### src/rtl/vr_pkg.sv
package vr_pkg;

	localparam int VEC_W   = 21;
	localparam int ETA_W   = 20;
	// cosine range over the fraction-bit range; the clamp bounds it from above
	localparam int C_W     = 36;
	localparam int INNER_W = 32;
	localparam int SQ_W    = 64;
	localparam int ROOT_W  = SQ_W / 2;
	localparam int LANES   = 3;

	typedef logic signed [VEC_W-1:0]   vec_t;
	typedef logic [ETA_W-1:0]          eta_t;
	typedef logic signed [C_W-1:0]     cos_t;
	typedef logic signed [INNER_W-1:0] inner_t;

	// one classified transaction, front to back
	typedef struct packed {
		vec_t [LANES-1:0] d;
		vec_t [LANES-1:0] n;
		eta_t             eta;
		cos_t             c;
	} item_t;

	function automatic inner_t sat_inner(input logic signed [63:0] v);
		logic signed [63:0] hi;
		logic signed [63:0] lo;
		hi = 64'sd2147483647;
		lo = -64'sd2147483648;
		if (v > hi) begin
			sat_inner = inner_t'(hi);
		end else if (v < lo) begin
			sat_inner = inner_t'(lo);
		end else begin
			sat_inner = inner_t'(v);
		end
	endfunction

endpackage

### src/rtl/vr_fifo.sv
module vr_fifo #(
	parameter int DEPTH = 4,
	parameter int CNT_W = 3
) (
	input  logic             clk,
	input  logic             arst_n,
	input  logic             push,
	input  vr_pkg::item_t    push_item,
	input  logic             pop,
	output vr_pkg::item_t    head,
	output logic             empty,
	output logic [CNT_W-1:0] cnt
);

	localparam int PTR_W = $clog2(DEPTH);

	vr_pkg::item_t    slot_q [DEPTH];
	logic [PTR_W-1:0] wr_q, rd_q;
	logic [CNT_W-1:0] cnt_q;
	logic             do_pop;

	assign empty  = cnt_q == '0;
	assign do_pop = pop & ~empty;
	assign head   = slot_q[rd_q];
	assign cnt    = cnt_q;

	always_ff @(posedge clk or negedge arst_n) begin
		if (!arst_n) begin
			wr_q  <= '0;
			rd_q  <= '0;
			cnt_q <= '0;
		end else begin
			if (push) begin
				wr_q <= (wr_q == PTR_W'(DEPTH-1)) ? '0 : wr_q + 1'b1;
			end
			if (do_pop) begin
				rd_q <= (rd_q == PTR_W'(DEPTH-1)) ? '0 : rd_q + 1'b1;
			end
			cnt_q <= cnt_q + CNT_W'(push) - CNT_W'(do_pop);
		end
	end

	always_ff @(posedge clk) begin
		if (push) begin
			slot_q[wr_q] <= push_item;
		end
	end

endmodule

### config.mk
export PLATFORM = sky130hd
export DESIGN_NAME = vr_fifo
export DESIGN_NICKNAME = d
export VERILOG_FILES = /design/src/rtl/vr_pkg.sv /design/src/rtl/vr_fifo.sv
export SDC_FILE = /design/constraint.sdc
export NUM_CORES = 1
export LEC_CHECK = 0
export BUFFER_PORTS_ARGS = -buffer_cell sky130_fd_sc_hd__clkbuf_2
export CAP_MARGIN = 15
export CORE_MARGIN = 2
export CORE_UTILIZATION = 50
export DETAILED_ROUTE_END_ITERATION = 6
export PLACE_DENSITY = 0.67
export RECOVER_POWER = 25
export SKIP_CTS_REPAIR_TIMING = 1
export SYNTH_ARGS = -nofsm -noshare
export SYNTH_HDL_FRONTEND = slang
export SYNTH_SLANG_ARGS = --single-unit
export TNS_END_PERCENT = 10
### constraint.sdc
create_clock -name clk -period 7.3 [get_ports clk]
set_clock_uncertainty 0.2 [all_clocks]
set_input_delay 1.46 -clock clk [delete_from_list [all_inputs] [get_ports clk]]
set_output_delay 1.46 -clock clk [all_outputs]
set_load 0.1 [all_outputs]
Word level (Yosys, flattened, before mapping)
Memories as Yosys holds them, arrays and structs flattened.
Cells that the tools add are included.
{ "classes": {"n_eq_ne": 2, "addsub": 4, "mux": 4, "n_reduce_logical": 1, "bitwise_logic": 2} }
{ "op_table": {"columns": ["op", "count"], "rows": [
  ["$add A2 B1 Y2 const B", 2],
  ["$eq A2 B2 Y1 const B", 2],
  ["$mux W2", 2],
  ["$add A3 B1 Y3", 1],
  ["$logic_not A3 Y1", 1],
  ["$sub A3 B1 Y3", 1],
  ["$mux W1", 2],
  ["$and A1 B1 Y1", 1],
  ["$not A1 Y1", 1]
]} }
{ "totals": {"ramBits": 728, "mem_count": 1, "output_inout_bits": 186, "word_cells": 17, "reg_bits": 7, "in_bits": 186} }
{ "memory_table": {"columns": ["name", "words", "word_bits", "read_ports", "rd_ports_with_merged_regs", "write_ports", "line", "source"], "rows": [
  ["slot_q", 4, 182, 1, 0, 1, "vr_fifo.sv:17", "vr_pkg::item_t slot_q [DEPTH];"]
]} }

Longest topological paths before layout
{ "logic_depth": {"depth_word": 4, "ltp_mapped": 9, "depth_no_buf": 9} }

Worst setup path before layout
Ideal clock, no wire load.
{ "synth_timing": {"path_type": "input to register", "from": "input port push", "to": "memory slot_q[2][0] (netlist name), enable pin", "path_buffers": 0, "path_stages": 1, "setup_ns": 0.564, "required_ns": 6.536, "path_slack_ns": 0.940, "t_arrival_ns": 5.596, "cell_sequence": "and2_1"} }
{ "synth_between": {"elab_chain_len": 2} }
{ "synth_lines": {"columns": ["element", "line", "source"], "rows": [
  ["from (decl)", "vr_fifo.sv:7", "input logic push,"],
  ["$mux W1", "vr_fifo.sv:44", "if (push) begin"],
  ["$mux W1 (not written as such)", "vr_fifo.sv:45", "slot_q[wr_q] <= push_item;"],
  ["to (decl)", "vr_fifo.sv:17", null]
]} }
No other way between the ends.

==> flow_metrics.env <==
export IMPL_run_status="complete, no violations"
export IMPL_slowest_delay_ns=0.77
export IMPL_antenna_found_initial=11
export IMPL_cp_arrival_ns=3.25
export IMPL_netlist_area_mm2=0.0267
export IMPL_startpoint="rd_q[0]"
export IMPL_required_ns=5.64
export IMPL_startpoint_type="register"
export IMPL_clkLatencyLatePin_ns=0.60
export IMPL_synth_top_family_by_area="multiplexers"
export IMPL_yosysSeqAreaShare_pct=82.4
export IMPL_syn_inst=988
export IMPL_final_hold_violation_count=0
export IMPL_totalWireLength_um=50500
export IMPL_h_tree_depth=3
export IMPL_ant_nets=0
export IMPL_ys_types=20
export IMPL_drc_errors=0
export IMPL_start_util_pct=50.7
export IMPL_syn_to_final_growth_pct=18.5
export IMPL_min_delay_start="cnt[1]"
export IMPL_drtPass1Iterations=5
export IMPL_critPathTopFamily="buffers and inverters"
export IMPL_max_cap_violations=0
export IMPL_fillCellCount=3773
export IMPL_path_class="register to output port"
export IMPL_cts_sinks=735
export IMPL_grt_pass1_vias=12600
export IMPL_place_gp_congestion=0.738
export IMPL_synth_simple_gate_area_share_pct=0.173
export IMPL_ys_top_cells_by_area="edfxtp_1, mux4_2, dfrtp_1"
export IMPL_row_count=84
export IMPL_critPathCaptureType="output port"
export IMPL_muxShareOfSynthArea_pct=15.4
export IMPL_worst_pin_slew_ns=1.01
export IMPL_rsz0062_at_grt="no"
export IMPL_drive_gt1_share_pct=38.8
export IMPL_synth_fa_ha_area_share_pct=0.402
export IMPL_ys_ff_latch=735
export IMPL_grt_use_total_pct=18.4
export IMPL_clkTransAtPathRegs_ns=0.05
export IMPL_slew_violations=0
export IMPL_hpwl_um=29500
export IMPL_design_core_area_mm2=0.0528
export IMPL_io_pins=372
export IMPL_critPathBufInv=2
export IMPL_wl_per_cell_um=23.4
export IMPL_tns_ns=0
export IMPL_synth_compound_area_share_pct=0.0655
export IMPL_clockRootBuffer="clkbuf_16"
export IMPL_nNetsFinal=1602
export IMPL_drt_iter0_markers=762
export IMPL_die_x_um=235
export IMPL_vias=11900
export IMPL_synth_top_cell_area_share_pct=81.8
export IMPL_grt_pass1_wl_um=76600
export IMPL_io_buffers=371
export IMPL_overflow=0
export IMPL_crit_path_max_fanout=100
export IMPL_critPathSlowestCell="dfrtp_4"
export IMPL_synthXorXnorAreaFrac_pct=0.0655
export IMPL_setup_viol=0
export IMPL_worstPathCellList="buf_12 > mux4_2 > clkbuf_2"
export IMPL_period_minus_slack_ns=4.91
export IMPL_syn_area_per_cell_um2=27.1
export IMPL_vias_per_cell=5.50
export IMPL_synth_area_leader_cell="edfxtp_1"
export IMPL_synth_fp_nets=1182
export IMPL_fmax_mhz=204
export IMPL_r2r_start="cnt[1]"
export IMPL_cts_tree="done"
export IMPL_synth_warning_count=0
export IMPL_worstHoldPathType="register to register"
export IMPL_fin_crit_sh_pct=67.3
export IMPL_fp_dieH_um=235
export IMPL_clockBufferDepth=3
export IMPL_cts_made_buffers=76
export IMPL_grt_max_degree=107
export IMPL_max_slew_margin_pct=32.7
export IMPL_die_area_mm2=0.0553
[synth_stat cells]
master,n
edfxtp_1,728
mux4_2,182
buf_2,18
buf_8,11
buf_6,8
dfrtp_1,7
ha_1,7
inv_1,7
and2_1,4
clkbuf_1,3
mux2_2,2
o21ai_0,2
xnor2_1,2
buf_4,1
fa_1,1
nand2_1,1
nor2_1,1
nor3_1,1
o31ai_1,1
or3b_2,1
[metrics by stage]
stage / cell area, um2 / hold WS, ns / util [%] / setup WS, ns / cells
2_1_floorplan: 26700 / 0.365 / - / 0.940 / 988
3_3_place_gp: 29300 / 0.376 / 55.5 / 2.98 / 2018
3_5_place_dp: 29300 / 0.380 / 55.5 / 2.95 / 2018
4_1_cts: 31800 / 0.407 / 60.3 / 2.29 / 2153
5_1_grt: 31700 / 0.458 / 60.0 / 2.15 / 2154
6_report: 31700 / 0.398 / 60.1 / 2.39 / 2158
[layout make-up]
| cell class | instances | area (um2) | area share, % |
|---|---|---|---|
| flip-flops and latches | 735 | 22000 | 69.6 |
| multi-input cells | 205 | 4320 | 13.6 |
| clock buffers | 95 | 2060 | 6.50 |
| repair buffers | 383 | 1890 | 5.95 |
| well taps | 688 | 861 | 2.72 |
| clock inverters | 40 | 478 | 1.51 |
| inverters | 7 | 26.3 | 0.0829 |
| diodes | 5 | 12.5 | 0.0395 |
[routing by layer]
layer / global-route usage [%] / vias to the layer above / share of wire (%)
li1: - / 5160 / -
met5: 0 / - / 0.18
met1: 24.6 / 6185 / 40
met2: 28.6 / 416 / 48
met4: 6.18 / 14 / 2.1
met3: 6.24 / 84 / 9.1
[state kept, by name, summed over array words and instances (netlist names)]
signal	count
cnt	3
rd_q	2
slot_q	728
wr_q	2
[cell usage in the layout (no fill, tap or decap), drive strengths merged]
master,synthesis,routed
and2,4,4
buf,38,12
bufinv,0,9
clkbuf,3,466
clkinv,0,21
clkinvlp,0,10
dfrtp,7,7
diode,0,5
edfxtp,728,728
fa,1,1
ha,7,7
inv,7,7
mux2,2,2
mux4,182,182
nand2,1,1
nor2,1,1
nor3,1,1
o21ai,2,2
o31ai,1,1
or3b,1,1
xnor2,2,2
[worst paths after layout]
path,slack (ns),depth (start not counted),to
max reg2reg,4.54,9,cnt[2]
max in group asynchronous,5.90,1,rd_q[1]
min,0.40,1,cnt[2]
min reg2reg,0.40,1,cnt[2]
max,2.39,3,head[118]
min in group asynchronous,0.61,1,cnt[1]
[kinds of logic after synthesis]
family | after synthesis
AOI/OAI and AO/OA | 3
xor gates and xnor gates | 2
adders and majority gates | 8
buffers and inverters | 48
DFF | 735
muxes | 184
and+or+nand+nor | 8
Power is left out: the tool's default activity adds up to more than one toggle a clock period on the data nets, which glitch-free logic cannot reach.
