`config.mk`:
```
export PLATFORM = sky130hd
export DESIGN_NAME = vr_front_flat
export DESIGN_NICKNAME = d
export VERILOG_FILES = /design/src/rtl/vr_pkg.sv /design/src/rtl/vr_if.sv /design/src/rtl/vr_front.sv /design/src/flat_wrapper.sv
export SDC_FILE = /design/constraint.sdc
export NUM_CORES = 2
export LEC_CHECK = 0
export BUFFER_PORTS_ARGS = -buffer_cell sky130_fd_sc_hd__buf_2
export CAP_MARGIN = 25
export CORE_MARGIN = 2
export CORE_UTILIZATION = 35
export DETAILED_ROUTE_END_ITERATION = 8
export GPL_TIMING_DRIVEN = 1
export SYNTH_ARGS = -nofsm -noshare
export SYNTH_HDL_FRONTEND = slang
export SYNTH_SLANG_ARGS = --single-unit
```
`constraint.sdc`:
```
create_clock -name clk -period 17.2 [get_ports clk]
set_input_delay 3.44 -clock clk [delete_from_list [all_inputs] [get_ports clk]]
set_output_delay 3.44 -clock clk [all_outputs]
set_load 0.02 [all_outputs]
```
`src/rtl/vr_pkg.sv`:
```
package vr_pkg;

	localparam int VEC_W   = 21;
	localparam int ETA_W   = 20;
	// cosine range over the fraction-bit range; the clamp bounds it from above
	localparam int C_W     = 36;
	localparam int INNER_W = 32;
	localparam int SQ_W    = 64;
	localparam int ROOT_W  = SQ_W / 2;
	localparam int LANES   = 3;

	typedef logic signed [VEC_W-1:0]   vec_t;
	typedef logic [ETA_W-1:0]          eta_t;
	typedef logic signed [C_W-1:0]     cos_t;
	typedef logic signed [INNER_W-1:0] inner_t;

	// one classified transaction, front to back
	typedef struct packed {
		vec_t [LANES-1:0] d;
		vec_t [LANES-1:0] n;
		eta_t             eta;
		cos_t             c;
	} item_t;

	function automatic inner_t sat_inner(input logic signed [63:0] v);
		logic signed [63:0] hi;
		logic signed [63:0] lo;
		hi = 64'sd2147483647;
		lo = -64'sd2147483648;
		if (v > hi) begin
			sat_inner = inner_t'(hi);
		end else if (v < lo) begin
			sat_inner = inner_t'(lo);
		end else begin
			sat_inner = inner_t'(v);
		end
	endfunction

endpackage

```
`src/rtl/vr_if.sv`:
```
interface vr_req_if;
	logic          valid;
	logic          ready;
	vr_pkg::vec_t  dir_x;
	vr_pkg::vec_t  dir_y;
	vr_pkg::vec_t  dir_z;
	vr_pkg::vec_t  norm_x;
	vr_pkg::vec_t  norm_y;
	vr_pkg::vec_t  norm_z;
	vr_pkg::eta_t  eta_ratio;

	modport source (output valid, dir_x, dir_y, dir_z, norm_x, norm_y, norm_z, eta_ratio,
		input ready);
	modport sink (input valid, dir_x, dir_y, dir_z, norm_x, norm_y, norm_z, eta_ratio,
		output ready);
endinterface


```
`src/rtl/vr_front.sv`:
```
module vr_front #(
	parameter int FB    = 16,
	parameter int DEPTH = 4,
	parameter int CNT_W = 3
) (
	input  logic              clk,
	input  logic              arst_n,
	vr_req_if.sink            req,
	input  logic [CNT_W-1:0]  fifo_cnt,
	output logic              push,
	output vr_pkg::item_t     push_item
);

	localparam int PROD_W = 2 * vr_pkg::VEC_W;
	localparam int DOT_W  = PROD_W + 2;
	localparam int NEG_W  = DOT_W + 1;
	localparam logic signed [NEG_W-1:0] ONE = NEG_W'(1) << FB;

	logic                             v_s1, v_s2;
	vr_pkg::vec_t [vr_pkg::LANES-1:0] d_s1, n_s1, d_s2, n_s2;
	vr_pkg::eta_t                     eta_s1, eta_s2;
	logic signed [PROD_W-1:0]         prod_s1 [vr_pkg::LANES];
	vr_pkg::cos_t                     c_s2;
	logic signed [DOT_W-1:0]          dot;
	logic signed [NEG_W-1:0]          negdot, cf;
	logic                             accept;
	logic [CNT_W:0]                   inflight;

	// room check counts transactions already in the two front stages
	assign inflight  = {1'b0, fifo_cnt} + (CNT_W+1)'(v_s1) + (CNT_W+1)'(v_s2);
	assign req.ready = inflight < (CNT_W+1)'(DEPTH);
	assign accept    = req.valid & req.ready;

	always_ff @(posedge clk or negedge arst_n) begin
		if (!arst_n) begin
			v_s1 <= 1'b0;
			v_s2 <= 1'b0;
		end else begin
			v_s1 <= accept;
			v_s2 <= v_s1;
		end
	end

	always_ff @(posedge clk) begin
		if (accept) begin
			d_s1       <= {req.dir_z, req.dir_y, req.dir_x};
			n_s1       <= {req.norm_z, req.norm_y, req.norm_x};
			eta_s1     <= req.eta_ratio;
			prod_s1[0] <= $signed(req.dir_x) * $signed(req.norm_x);
			prod_s1[1] <= $signed(req.dir_y) * $signed(req.norm_y);
			prod_s1[2] <= $signed(req.dir_z) * $signed(req.norm_z);
		end
	end

	always_comb begin
		dot    = DOT_W'(prod_s1[0]) + DOT_W'(prod_s1[1]) + DOT_W'(prod_s1[2]);
		negdot = -(NEG_W'(dot));
		cf     = negdot >>> FB;
		if (cf > ONE) begin
			cf = ONE;
		end
	end

	always_ff @(posedge clk) begin
		if (v_s1) begin
			d_s2   <= d_s1;
			n_s2   <= n_s1;
			eta_s2 <= eta_s1;
			c_s2   <= vr_pkg::cos_t'(cf);
		end
	end

	assign push          = v_s2;
	assign push_item.d   = d_s2;
	assign push_item.n   = n_s2;
	assign push_item.eta = eta_s2;
	assign push_item.c   = c_s2;

endmodule

```
`src/flat_wrapper.sv`:
```
// flat-port wrapper written by rule: the top's interface ports become plain ports
module vr_front_flat 
#(
	parameter int FB    = 16,
	parameter int DEPTH = 4,
	parameter int CNT_W = 3
)
  (clk, arst_n, fifo_cnt, push, push_item, req_valid, req_dir_x, req_dir_y, req_dir_z, req_norm_x, req_norm_y, req_norm_z, req_eta_ratio, req_ready);
  vr_req_if req_i ();
  input  logic clk;
  input  logic arst_n;
  input  logic [CNT_W-1:0] fifo_cnt;
  output logic push;
  output vr_pkg::item_t push_item;
  input wire logic [$bits(req_i.valid)-1:0] req_valid;
  input wire logic [$bits(req_i.dir_x)-1:0] req_dir_x;
  input wire logic [$bits(req_i.dir_y)-1:0] req_dir_y;
  input wire logic [$bits(req_i.dir_z)-1:0] req_dir_z;
  input wire logic [$bits(req_i.norm_x)-1:0] req_norm_x;
  input wire logic [$bits(req_i.norm_y)-1:0] req_norm_y;
  input wire logic [$bits(req_i.norm_z)-1:0] req_norm_z;
  input wire logic [$bits(req_i.eta_ratio)-1:0] req_eta_ratio;
  output wire logic [$bits(req_i.ready)-1:0] req_ready;
  assign req_i.valid = req_valid;
  assign req_i.dir_x = req_dir_x;
  assign req_i.dir_y = req_dir_y;
  assign req_i.dir_z = req_dir_z;
  assign req_i.norm_x = req_norm_x;
  assign req_i.norm_y = req_norm_y;
  assign req_i.norm_z = req_norm_z;
  assign req_i.eta_ratio = req_eta_ratio;
  assign req_ready = req_i.ready;
  vr_front #(.FB(FB), .DEPTH(DEPTH), .CNT_W(CNT_W)) u_core (.clk(clk), .arst_n(arst_n), .req(req_i), .fifo_cnt(fifo_cnt), .push(push), .push_item(push_item));
endmodule
```
* Word level (Yosys, flattened, before mapping)
Memories as Yosys holds them, arrays and structs flattened.
Cells that the tools add are included.
** Cells by class
- $lt $le $gt $ge :: 2
- Add/sub/neg operators :: 5
- $mul :: 3
- Bitwise gates (word level) :: 1
- Muxes and demuxes :: 2
** Operator list (number)
- 21-bit by 21-bit multiplier with 42-bit output :: 3
- 44-bit negator with 45-bit output :: 1
- 43-bit by 42-bit adder with 44-bit output :: 1
- 42-bit by 42-bit adder with 43-bit output :: 1
- 29-bit by 18-bit greater-than comparator with 1-bit output (second input constant) :: 1
- 3-bit by 1-bit adder with 4-bit output :: 1
- 4-bit by 1-bit adder with 4-bit output :: 1
- 4-bit by 3-bit < comparator with 1-bit output (second input constant) :: 1
- 1-bit two-way mux :: 2
- 1-bit bitwise AND :: 1
** Storage, ports and cells
- Output and inout bits :: 184
- Bits of input ports :: 152
- Word-level logic and storage cells :: 31
- Register bits after elaboration :: 323
- Memory bits (writable) :: 126
- Memories :: 1
** Memories
- u_core.prod_s1 :: words 3, width 42, read ports 3, clocked after Yosys merged registers in 0, wr ports 3, line vr_front.sv:22 : logic signed [PROD_W-1:0] prod_s1 [vr_pkg::LANES];

* Depth between registers and ports, before layout
- Depth in word-level cells :: 6
- Mapped depth :: 29
- Depth with buffers taken out :: 27

* Worst setup path after synthesis
Ideal clock, no wire load.
- Kind :: input port to flip-flop
- Start point :: input port fifo_cnt[0]
- End point :: register u_core.v_s1
- Stages :: 4
- Buffers on the path :: 0
- Slack :: 5.880 ns
- Data required time :: 16.410 ns
- Data arrival time :: 10.530 ns
- Setup time :: 0.790 ns
- Cell sequence :: ha_1 -> a21o_1 -> a21oi_1 -> and2_1
** On the way
- Cells in the longest elaborated chain, start to end :: 4
** RTL lines
- start: declaration :: line flat_wrapper.sv:12 : input logic [CNT_W-1:0] fifo_cnt;
- 3-bit by 1-bit adder with 4-bit output :: line vr_front.sv:30 : assign inflight = {1'b0, fifo_cnt} + (CNT_W+1)'(v_s1) + (CNT_W+1)'(v_s2);
- 4-bit by 1-bit adder with 4-bit output :: line vr_front.sv:30
- 4-bit by 3-bit < comparator with 1-bit output :: line vr_front.sv:31 : assign req.ready = inflight < (CNT_W+1)'(DEPTH);
- net req_ready :: line flat_wrapper.sv:23 : output wire logic [$bits(req_i.ready)-1:0] req_ready;
- 1-bit bitwise AND :: line vr_front.sv:32 : assign accept = req.valid & req.ready;
- net u_core.accept :: line vr_front.sv:26 : logic accept;
- end signal: assignment :: line vr_front.sv:39 : v_s1 <= accept;
- end: declaration :: line vr_front.sv:19 : logic v_s1, v_s2;
The timed path passes the listed nets, and every way through them passes these cells.
A chain may end at the register's enable or synchronous reset.

==> reports/qor.yml <==
status:
  run_status: "completed"
sta:
  finalHoldViolations: 0
  fmax_ghz: 0.0941
  fin_crit_sh: 0.618
  fin_ws_ns: 6.58
  finClkSkew_ns: 0.0184
  relSlewSlack: 0.149
  finalSetupViolCount: 0
  drv_slew: 0
  tightestPinTransition_ns: 1.28
  hold_slack_ns: 0.413
  min_period_ns: 10.62
  grt_setup_unrepaired: "false"
  finalSetupTns_ns: 0
logic_synthesis:
  yosysMostFrequentCell: "inv_1"
  async_reset_ff_frac: 0.00445
  synth-seq-cells: 449
  yosys.area_share.xor_xnor: 0.0204
  synth-warning-count: 0
  postSynthCellCount: 6402
  yosysSeqAreaShare: 0.202
  synth_top_family_by_area: "adder cells"
  yosysTopAreaCellShare: 0.426
  synth_largest_area_cell: "fa_1"
  synthAdderAreaFrac: 0.505
  synthMuxAreaShare: 0.000150
  postSynthAreaPerCell_um2: 10.4
  synth-simple-area-share: 0.122
  syn_area_um2: 66600
  synth-main-ff-cell: "edfxtp_1"
  synth-compound-area-share: 0.0435
  ys_types: 81
  yosys-top-cells-area: "fa_1, edfxtp_1, inv_1"
  synth_fp_nets: 8391
  synth_edf_count: 447
  synth.top_cells.by_count: "inv_1, fa_1, nand2_1, and2_1, edfxtp_1"
critical_path:
  worstPathMaxFanout: 22
  r2r_end: "u_core.c_s2[10]$_SDFFCE_PN0P_"
  endpoint_kind: "flop"
  critical_path_required_ns: 17.64
  cp-start-kind: "input port"
  r2r_start: "u_core.prod_s1[0][60]$_DFFE_PP_"
  rr_worst_depth: 15
  critPathKind: "input port to flop"
  worstPathArrival_ns: 11.06
  rrSetupSlack_ns: 11.11
final_layout:
  syn2layout_area_growth_pct: 8.78
  final_cells: 9094
  drive_gt1_frac: 0.0687
  fin_nets: 8524
detailed_routing:
  route.vias.total: 43100
  drc_errors: 0
  ant_nets: 0
  drt-total-wl_mm: 164
  viasPerCell: 4.74
  drtIter0Drc: 2099
  first_pass_iters: 6
  routedWlPerCell_um: 18.0
placement:
  hpwl_mm: 133
  gp_congestion: 0.854
  port_buffers: 335
  dp.cells: 8989
  place_ws_ns: 5.90
cts:
  cts-hold-fix-buffers: 0
  cts.sinks: 449
  clockRootBuffer: "clkbuf_16"
  path_clk_slew_ns: 0.07
  cts.path.max_buffers: 3
  clock_latency_ns: 0.70
  numCtsBuffers: 55
  cts-resized-gates: 0
  postCtsSetupRepairBufs: 0
  cts_tree: "yes"
  htreeDepth: 2
global_route:
  grt_pass1_vias: 47900
  grt_remaining_overflow: 0
  grt_pass1_wl_mm: 266
  grt_usage: 0.175
  grt_max_degree: 148
  antenna_found_initial: 9
floorplan:
  std_cell_rows: 160
  core_um2: 190000
  io_pins: 336
  die_h_um: 440
  initial_core_util: 0.351
  dieArea_um2: 194000
  die_w_um: 440
worst_hold_path:
  hold_end: "u_core.push_item[133]$_DFFE_PP_"
  hold_path_depth: 0
  hold_path.class: "flop to flop"
  worstHoldStart: "u_core.d_s1[14]$_DFFE_PP_"
flow_run:
  max_cap_viol_count: 0
==> sequential cells by signal (all words and copies together), names as in the netlist <==
signal,cells
u_core.prod_s1,126
u_core.push_item,126
u_core.d_s1,63
u_core.n_s1,63
u_core.c_s2,29
u_core.eta_s1,20
u_core.eta_s2,20
u_core.push,1
u_core.v_s1,1
==> layer usage <==
metal / wire [µm] / up-vias / track usage / part of all wire
met3: 6970 / 239 / 0.0218 / 0.043
li1: - / 19400 / - / -
met4: 6310 / 6 / 0.0637 / 0.039
met2: 82600 / 965 / 0.307 / 0.50
met5: 37 / - / 0 / 0.00023
met1: 67900 / 22500 / 0.222 / 0.41
==> cells by family after synthesis <==
kind of cell               count (synthesis)
muxes                                      1
DFF                                      449
adders and majority gates               1837
buffers and inverters                   1880
and+or+nand+nor                         1649
AOI/OAI and AO/OA                        431
xor gates and xnor gates                 155
==> cell usage in the layout, fill, tap and decap left out, drive strengths merged, types with 8 or more instances in the layout <==
| cell | n |
|---|---|
| nor2b | 14 |
| a31oi | 8 |
| buf | 344 |
| a22o | 9 |
| o21ai | 74 |
| nor3 | 28 |
| nand2 | 740 |
| a211oi | 19 |
| nor2 | 110 |
| clkbuf | 61 |
| o211ai | 8 |
| a21oi | 124 |
| clkinv | 23 |
| and3 | 31 |
| edfxtp | 447 |
| a21o | 69 |
| fa | 1418 |
| xnor2 | 116 |
| and2 | 613 |
| o21a | 15 |
| o21bai | 23 |
| xor2 | 39 |
| ha | 419 |
| nand4 | 12 |
| inv | 1618 |
| a211o | 10 |
| nand2b | 33 |
| nand3 | 32 |
| bufinv | 10 |
==> worst max-delay path by stage <==
stage / endpoint / startpoint / slack, ns / cells after the start
2_1_floorplan: u_core.v_s1$_DFF_PN0_ / fifo_cnt[0] / 5.88 / 4
3_3_place_gp: u_core.prod_s1[0][83]$_DFFE_PP_ / req_dir_y[5] / 5.87 / 25
3_5_place_dp: u_core.prod_s1[0][83]$_DFFE_PP_ / req_dir_y[5] / 5.90 / 25
4_1_cts: u_core.prod_s1[0][83]$_DFFE_PP_ / req_dir_y[5] / 6.66 / 25
5_1_grt: u_core.prod_s1[0][83]$_DFFE_PP_ / req_dir_y[3] / 6.20 / 25
6_report: u_core.prod_s1[0][83]$_DFFE_PP_ / req_dir_y[5] / 6.58 / 25
==> metrics by stage <==
step	util	instance area (µm²)
finish	0.382	72500
global route	0.382	72500
CTS	0.382	72500
detailed placement	0.372	70500
global placement	0.372	70500
floorplan	-	66600
==> worst max-delay path: stages <==
cell and delay [ns]:
buf_2 0.25, and2_1 0.25, fa_1 0.54, inv_1 0.06, fa_1 0.52, inv_1 0.05, fa_1 0.44, ha_1 0.28
ha_1 0.27, inv_1 0.05, fa_1 0.47, inv_1 0.05, fa_1 0.43, ha_1 0.35, and3_1 0.20, a2111oi_1 0.71
a2bb2oi_1 0.26, a22o_1 0.36, a31oi_1 0.32, o21ai_1 0.17, a211oi_1 0.54, o311ai_1 0.25, o41ai_1 0.49, nand4b_1 0.18
nand4_1 0.09
==> cell type report <==
class                   count  area (µm²)
diodes                      3        7.51
clock buffers              61        1400
clock inverters            41         581
fillers                 18600      117000
inverters                1612        6050
multi-input cells        4073       46100
flip-flops and latches    449       13500
well taps                2511        3140
repair buffers            344        1760
Power is left out: the tool's default activity adds up to more than one toggle a clock period on the data nets, which glitch-free logic cannot reach.
